## config.mk

```make
export PLATFORM = sky130hd
export DESIGN_NAME = psched_ram
export DESIGN_NICKNAME = d
export VERILOG_FILES = /design/src/hw/rtl/psched_ram.sv
export SDC_FILE = /design/constraint.sdc
export NUM_CORES = 1
export LEC_CHECK = 0
export BUFFER_PORTS_ARGS = -buffer_cell sky130_fd_sc_hd__buf_4
export CORE_ASPECT_RATIO = 1.1
export CORE_UTILIZATION = 40
export CTS_CLUSTER_SIZE = 28
export DETAILED_ROUTE_END_ITERATION = 6
export GPL_ROUTABILITY_DRIVEN = 0
export GPL_TIMING_DRIVEN = 0
export SETUP_SLACK_MARGIN = 0.05
export SLEW_MARGIN = 20
export SYNTH_ARGS = -nofsm -noshare
export SYNTH_HDL_FRONTEND = slang
export SYNTH_SLANG_ARGS = --single-unit
```

## constraint.sdc

```tcl
create_clock -name clk -period 1.85 [get_ports clk]
set_input_delay 0.37 -clock clk [delete_from_list [all_inputs] [get_ports clk]]
set_output_delay 0.37 -clock clk [all_outputs]
set_load 0.02 [all_outputs]
```

## src/hw/rtl/psched_ram.sv

```systemverilog
// ----------------------------------------------------------------------------
// psched_ram
// Generic simple dual-port RAM, one write and one registered read port.
// ----------------------------------------------------------------------------
module psched_ram #(
	parameter int unsigned WIDTH = 8,
	parameter int unsigned DEPTH = 2
) (
	input  logic                     clk,
	input  logic                     we,
	input  logic [$clog2(DEPTH)-1:0] waddr,
	input  logic [WIDTH-1:0]         wdata,
	input  logic                     re,
	input  logic [$clog2(DEPTH)-1:0] raddr,
	output logic [WIDTH-1:0]         rdata
);

	logic [WIDTH-1:0] mem [DEPTH];

	// write port
	always_ff @(posedge clk) begin
		if (we) mem[waddr] <= wdata;
	end

	// registered read port
	always_ff @(posedge clk) begin
		if (re) rdata <= mem[raddr];
	end

endmodule

```

After elaboration in Yosys (flattened, before gate mapping)
Memory sizes are Yosys's and may differ from the RTL's. A register that Yosys moved wholly into a read port is not among the register bits.
Cells that the tools add are included.
Cells by class
  multiplexer cells: 2
Operator list (count)
  two-way mux 1 bit: 2
Storage, ports and cells
  bits in registers: 0
  RAM bits: 16
  bits of input ports: 13
  word-level logic and storage cells: 3
  memories kept: 1
Memory list
  mem: depth 2, bits a word 8, read ports 1, clocked after memory_dff 1, wr ports 1, line 18  | logic [WIDTH-1:0] mem [DEPTH];

Depth between registers and ports, before layout
Gate-level depths: netlist of the first run.
  word-level depth: 2
  mapped depth: 2
  gate-level depth less buffers: 1

Worst setup path before layout of the first run
Ideal clock, no wire load.
  kind: input to register
  start: input port we
  end: memory mem[0][0] (enable)
  arrival time: 0.790 ns
  setup slack: 0.687 ns
  stages on the path: 1
  path buffers: 0
  path through: nor2b_1
On the way
  cells in the longest elaborated chain, start to end: 2
Ends and longest elaborated chain
  start, declared: line 10  | input logic we,
  two-way mux 1 bit: line 22  | if (we) mem[waddr] <= wdata;
  two-way mux 1 bit (not written as such): line 22
  end, declared: line 18
Every way passes these cells.

Worst setup path after layout of the first run
  start: register rdata[6], read port of mem
  end: output port rdata[6]
RTL lines
  start, declared: line 15  | output logic [WIDTH-1:0] rdata
No word-level cell between the ends.

==> results.ini, run 1 <==
[run_status]
status = finished clean

[detailed_routing]
vias = 386
post_drt_wl_per_cell_um = 11.5
dr.first_iter.drc_count = 1
firstDrtPassIters = 2
drc = 0
wirelength_um = 991
ant_nets = 0
via_per_inst = 4.49

[cts]
clkLatencyLatePin_ns = 0.30
clockBufferDepth = 2
ctsHtreeMaxLevel = 1
cts_resized = 0
cts_tree = built
clkSlewWorstSetupHoldPaths_ns = 0.12
numCtsBuffers = 3
clkSinkCount = 24
cts_root_buffer = clkbuf_4
hold_buffers = 0
postCtsSetupBuffers = 0

[yosys]
syn_area_per_cell_um2 = 24.7
synth_cell_types = 5
netlist_instances = 35
synth_seq_area_share = 0.834
yosysWarnings = 0
ys_ff_latch = 24
syn-num-nets = 48
synthesis.area_um2 = 865

[sta]
rsz0062_at_grt = false
drv_slew = 0
setup_violations = 0
worst_clock_skew_ns = 0.00610
hold_violations = 0
fmax_mhz = 822
tightestPinTransition_ns = 0.687
fin_setup_tns_ns = 0
period_share = 0.658
finalCriticalPeriod_ns = 1.22
slew-limit-headroom = 0.541
whs_ns = 0.244

[worst_setup_path]
cp_max_fo = 1
worstSetupPathType = reg2out
crit_slowest_cell = edfxtp_1
critPathBufInv = 1
crit_family = flip-flops
crit_required_ns = 1.48
critPathMaxStageDelay_ns = 0.39
crit_path_start_kind = flip-flop
worst_ep_arrival_time_ns = 0.85
cp-end-kind = primary output
path_cells = buf_4

[layout]
multi_input_area_um2 = 133
layout.nets = 72
fillers = 169
final_common_cell = edfxtp_1
regArea_um2 = 721
drive_gt1_frac = 0.534
n_antenna_cell = 0
synthToLayoutAreaGrowth_pct = 23.6
final_cell_mix = 24 x edfxtp_1, 19 x buf_4, 8 x mux2_4

[hold_path]
hp-class = in2reg

[grt]
grt_overflow = 0
antenna_found_initial = 0
grt_pass1_wl_um = 1570
grt_usage = 0.0998
first_global_vias = 362
grt_max_degree = 14

[placed_design]
numPortBuffers = 19

[floorplan]
rows = 17
die_h_um = 50.8
die_area_mm2 = 0.00235
initial_core_util = 0.428
io_pins = 21
die_x_um = 46.3
fp.coreArea_mm2 = 0.00202

[power]
p_per_area_mw_per_mm2 = 905
p_leak_nw = 0.412
peakVddDrop_mv = 0.577

[run]
cap_violations = 0

-- state kept, by name (all words and copies together), names as in the netlist --
register and count:
mem 16, rdata 8
-- synthesized netlist by cell type --
library cell  instances  share of area
and2_1                1         0.0072
buf_6                 1          0.013
edfxtp_1             24           0.83
mux2_4                8           0.14
nor2b_1               1         0.0072
-- routing by layer --
metal	vias up	GRT usage	wire length (µm)
li1	183	-	-
met3	2	0.0324	45
met4	0	0.0588	9
met1	185	0.111	411
met2	16	0.160	525
met5	-	0	0
-- kinds of logic (layout without fill, tap and decap cells) --
kind of cell / after synthesis / after routing / synth area share
buffers and inverters: 1 / 24 / 0.0130
and+or+nand+nor: 2 / 2 / 0.0145
DFF: 24 / 24 / 0.834
muxes: 8 / 8 / 0.139
-- report_power, final --
group,switching (mW),internal [mW]
logic,0.0428,0.0561
registers,0.00880,0.642
clock network,0.139,0.0785
total,0.191,0.776
-- final cells by class --
cell class	count	area share
buffer	1	0.0105
multi-input combinational	10	0.124
timing repair buffer	19	0.133
clock inverter	1	0.00351
clock buffer	3	0.0211
sequential	24	0.674
tap	28	0.0328
-- through the flow --
step | instances | power, mW | setup WS (ns) | utilization | cell area, µm²
final | 86 | 0.967 | 0.633 | 0.529 | 1070
after global routing | 86 | 1.01 | 0.580 | 0.529 | 1070
after CTS | 86 | 0.977 | 0.624 | 0.529 | 1070
after detailed placement | 82 | 0.764 | 0.436 | 0.516 | 1040
after global placement | 82 | 0.761 | 0.402 | 0.516 | 1040
after floorplan | 35 | 0.716 | 0.687 | - | 865
-- final timing paths --
| path | startpoint | to | slack, ns | cells after the start |
|---|---|---|---|---|
| worst max-delay path | rdata[6] | rdata[6] | 0.63 | 1 |
| worst min-delay path | wdata[0] | mem[1][0] | 0.24 | 1 |
| worst max register to register | mem[0][1] | rdata[1] | 0.96 | 1 |
| worst min register to register | mem[0][4] | rdata[4] | 0.56 | 1 |
(Power assumes the default switching activity.)
==> run 2, diff against run 1 <==
--- a/config.mk
+++ b/config.mk
@@ -5,6 +5,7 @@
 export SDC_FILE = /design/constraint.sdc
 export NUM_CORES = 1
 export LEC_CHECK = 0
+export ABC_AREA = 1
 export BUFFER_PORTS_ARGS = -buffer_cell sky130_fd_sc_hd__buf_4
 export CORE_ASPECT_RATIO = 1.1
 export CORE_UTILIZATION = 40
@@ -12,6 +13,7 @@
 export DETAILED_ROUTE_END_ITERATION = 6
 export GPL_ROUTABILITY_DRIVEN = 0
 export GPL_TIMING_DRIVEN = 0
+export PLACE_DENSITY = 0.65
 export SETUP_SLACK_MARGIN = 0.05
 export SLEW_MARGIN = 20
 export SYNTH_ARGS = -nofsm -noshare
==> constraint.sdc (replaced) <==
create_clock -name clk -period 1.1 [get_ports clk]
set_input_delay 0.22 -clock clk [delete_from_list [all_inputs] [get_ports clk]]
set_output_delay 0.22 -clock clk [all_outputs]
set_load 0.02 [all_outputs]
==> run 2 against run 1 <==
Clock skew is essentially flat. Worst hold slack lost 0.16 ns. Synthesized cell count grew 54%. Total power grew 70%. Critical path type unchanged. Clock power grew 75%. Largest power group unchanged. Cell count grew 22%.
==> results.ini, run 2 <==
[sta]
hold_violations = 0  ; unchanged
rsz0062_at_grt = true
slew-limit-headroom = 0.556  ; +0.0146
setup_violations = 0  ; unchanged
finalCriticalPeriod_ns = 1.08
tightestPinTransition_ns = 0.664  ; -0.0229 ns
fin_setup_tns_ns = 0  ; unchanged
finalWorstSetupSlack_ns = 0.0189  ; -0.614 ns
fmax_mhz = 925
drv_slew = 0  ; unchanged
worst_clock_skew_ns = 0.00593  ; -0.000172 ns
period_share = 0.983

[detailed_routing]
vias = 457  ; +18%
post_drt_wl_per_cell_um = 10.9  ; -5.3%
wl_met1_um = 467  ; +14%
met2WireLength_um = 599  ; +14%
ant_nets = 0  ; unchanged
highest_layer = met4
dr.first_iter.drc_count = 19  ; +18
via_per_inst = 4.35  ; -3.0%
firstDrtPassIters = 4  ; +2
wirelength_um = 1150  ; +16%
dr_wl_met3_um = 55  ; +22%
drc = 0  ; unchanged

[grt]
antenna_found_initial = 0  ; unchanged
first_global_vias = 415  ; +15%
grt_max_degree = 14  ; unchanged
grt_usage = 0.115  ; +0.0151
grt_overflow = 0  ; unchanged
grt_pass1_wl_um = 1770  ; +12%

[yosys]
synth_top_flop_cell = edfxtp_1
syn-num-nets = 67  ; +40%
synth_edf_count = 24  ; unchanged
synthMostInstantiatedCell = nand2_1
yosys-top-cells-area = edfxtp_1 86%, nand2_1 11%, buf_6 1.3%
yosysWarnings = 0  ; unchanged
netlist_top_cells_count = 25 x nand2_1, 24 x edfxtp_1, 2 x inv_1
synth_top_area_cell = edfxtp_1
synth_top_area_frac = 0.857  ; +0.0236
synthArstFlopShare = 0  ; unchanged
synth_seq_area_share = 0.857  ; +0.0236
synth_cell_types = 6  ; +1
synthesis.area_um2 = 841  ; -2.7%
ys_ff_latch = 24  ; unchanged
syn_area_per_cell_um2 = 15.6  ; -37%
netlist_instances = 54  ; +54%

[hold_path]
hp-class = in2reg

[floorplan]
io_pins = 21  ; unchanged
die_area_mm2 = 0.00229  ; -2.6%
die_h_um = 50.1  ; -1.3%
rows = 17  ; unchanged
die_x_um = 45.7  ; -1.3%
initial_core_util = 0.421  ; -0.00734
fp.coreArea_mm2 = 0.00200  ; -1.1%

[run]
cap_violations = 0  ; unchanged

[worst_setup_path]
crit_family = flip-flops
critPathMaxStageDelay_ns = 0.41  ; +0.02 ns
cp_max_fo = 1  ; unchanged
crit_slowest_cell = edfxtp_1
worst_ep_arrival_time_ns = 0.86  ; about the same
cp-end-kind = primary output
path_cells = buf_6
crit_path_start_kind = flip-flop
worstSetupPathType = reg2out
critPathBufInv = 1  ; unchanged
crit_required_ns = 0.88  ; -0.60 ns

[layout]
largest_registers = mem x16, rdata x8
final_cell_mix = 25 x nand2_1, 24 x edfxtp_1, 11 x buf_4
final_common_cell = nand2_1
drive_gt1_frac = 0.312  ; -0.223
largest_reg_flops = 16  ; unchanged
n_antenna_cell = 0  ; unchanged
layout.nets = 91  ; +26%
regMostFlops = mem
synthToLayoutAreaGrowth_pct = 27.8
fillers = 188  ; +11%

[cts]
postCtsSetupBuffers = 0  ; unchanged
ctsHtreeMaxLevel = 1  ; unchanged
numCtsBuffers = 3  ; unchanged
cts_resized = 4  ; +4
clockBufferDepth = 2  ; unchanged
clkSlewWorstSetupHoldPaths_ns = 0.13  ; about the same
clkLatencyLatePin_ns = 0.31  ; about the same
clkSinkCount = 24  ; unchanged
hold_buffers = 0  ; unchanged
cts_root_buffer = clkbuf_4
cts_tree = built

[run_status]
status = finished clean

[placed_design]
preCtsSetupSlack_ns = -0.139  ; -0.575 ns
numPortBuffers = 19  ; unchanged

[power]
peakVddDrop_mv = 0.690  ; +20%
p_leak_nw = 0.444  ; +7.9%
p_total_mw = 1.64  ; +70%
p_per_area_mw_per_mm2 = 1530  ; +69%

==> run 2: cell count changes in the layout (fill, tap and decap cells not counted) <==
| cell | change |
|---|---|
| nor2b_1 | -1 |
| inv_2 | +1 |
| buf_6 | +8 |
| nor2_1 | +1 |
| and2_1 | -1 |
| mux2_4 | -8 |
| inv_1 | +2 |
| buf_4 | -8 |
| nand2_1 | +25 |
==> run 2: per-layer routing <==
metal,vias up,GRT usage
met2,19,0.181
met5,-,0
met3,3,0.0256
met4,0,0.0882
li1,227,-
met1,208,0.130
==> run 2: path summary, 6_finish.rpt <==
check,from,end,slack [ns],depth (start not counted)
max,rdata[5],rdata[5],0.02,1
min,wdata[5],mem[1][5],0.08,1
max reg2reg,mem[1][5],rdata[5],0.30,2
min reg2reg,mem[0][7],rdata[7],0.52,2
==> run 2: area by class of cell <==
class,count,area (µm²),area share
buffer,1,11.3,0.0105
tap,28,35.0,0.0326
sequential,24,721,0.671
clock buffer,3,22.5,0.0210
inverter,3,11.3,0.0105
clock inverter,1,3.75,0.00349
timing repair buffer,19,173,0.161
multi-input combinational,26,97.6,0.0908
==> run 2: per-stage QoR <==
step	hold slack [ns]	cells	util	instance area, µm²
after detailed placement	0.407	101	0.509	1020
final	0.0799	105	0.538	1070
after global routing	0.0692	105	0.538	1070
after floorplan	0.319	54	-	841
after CTS	0.0798	105	0.530	1060
after global placement	0.406	101	0.509	1020
==> run 2: cells by family after synthesis <==
| logic type | count (synthesis) | synth area share |
|---|---|---|
| buf+inv | 4 | 0.0268 |
| simple gates | 26 | 0.116 |
| flops | 24 | 0.857 |
==> run 2: power by group <==
part           switching (mW)  leakage [nW]  internal, mW
Clock                   0.249        0.0154         0.133
Sequential             0.0188         0.230          1.08
Combinational          0.0827         0.199        0.0787
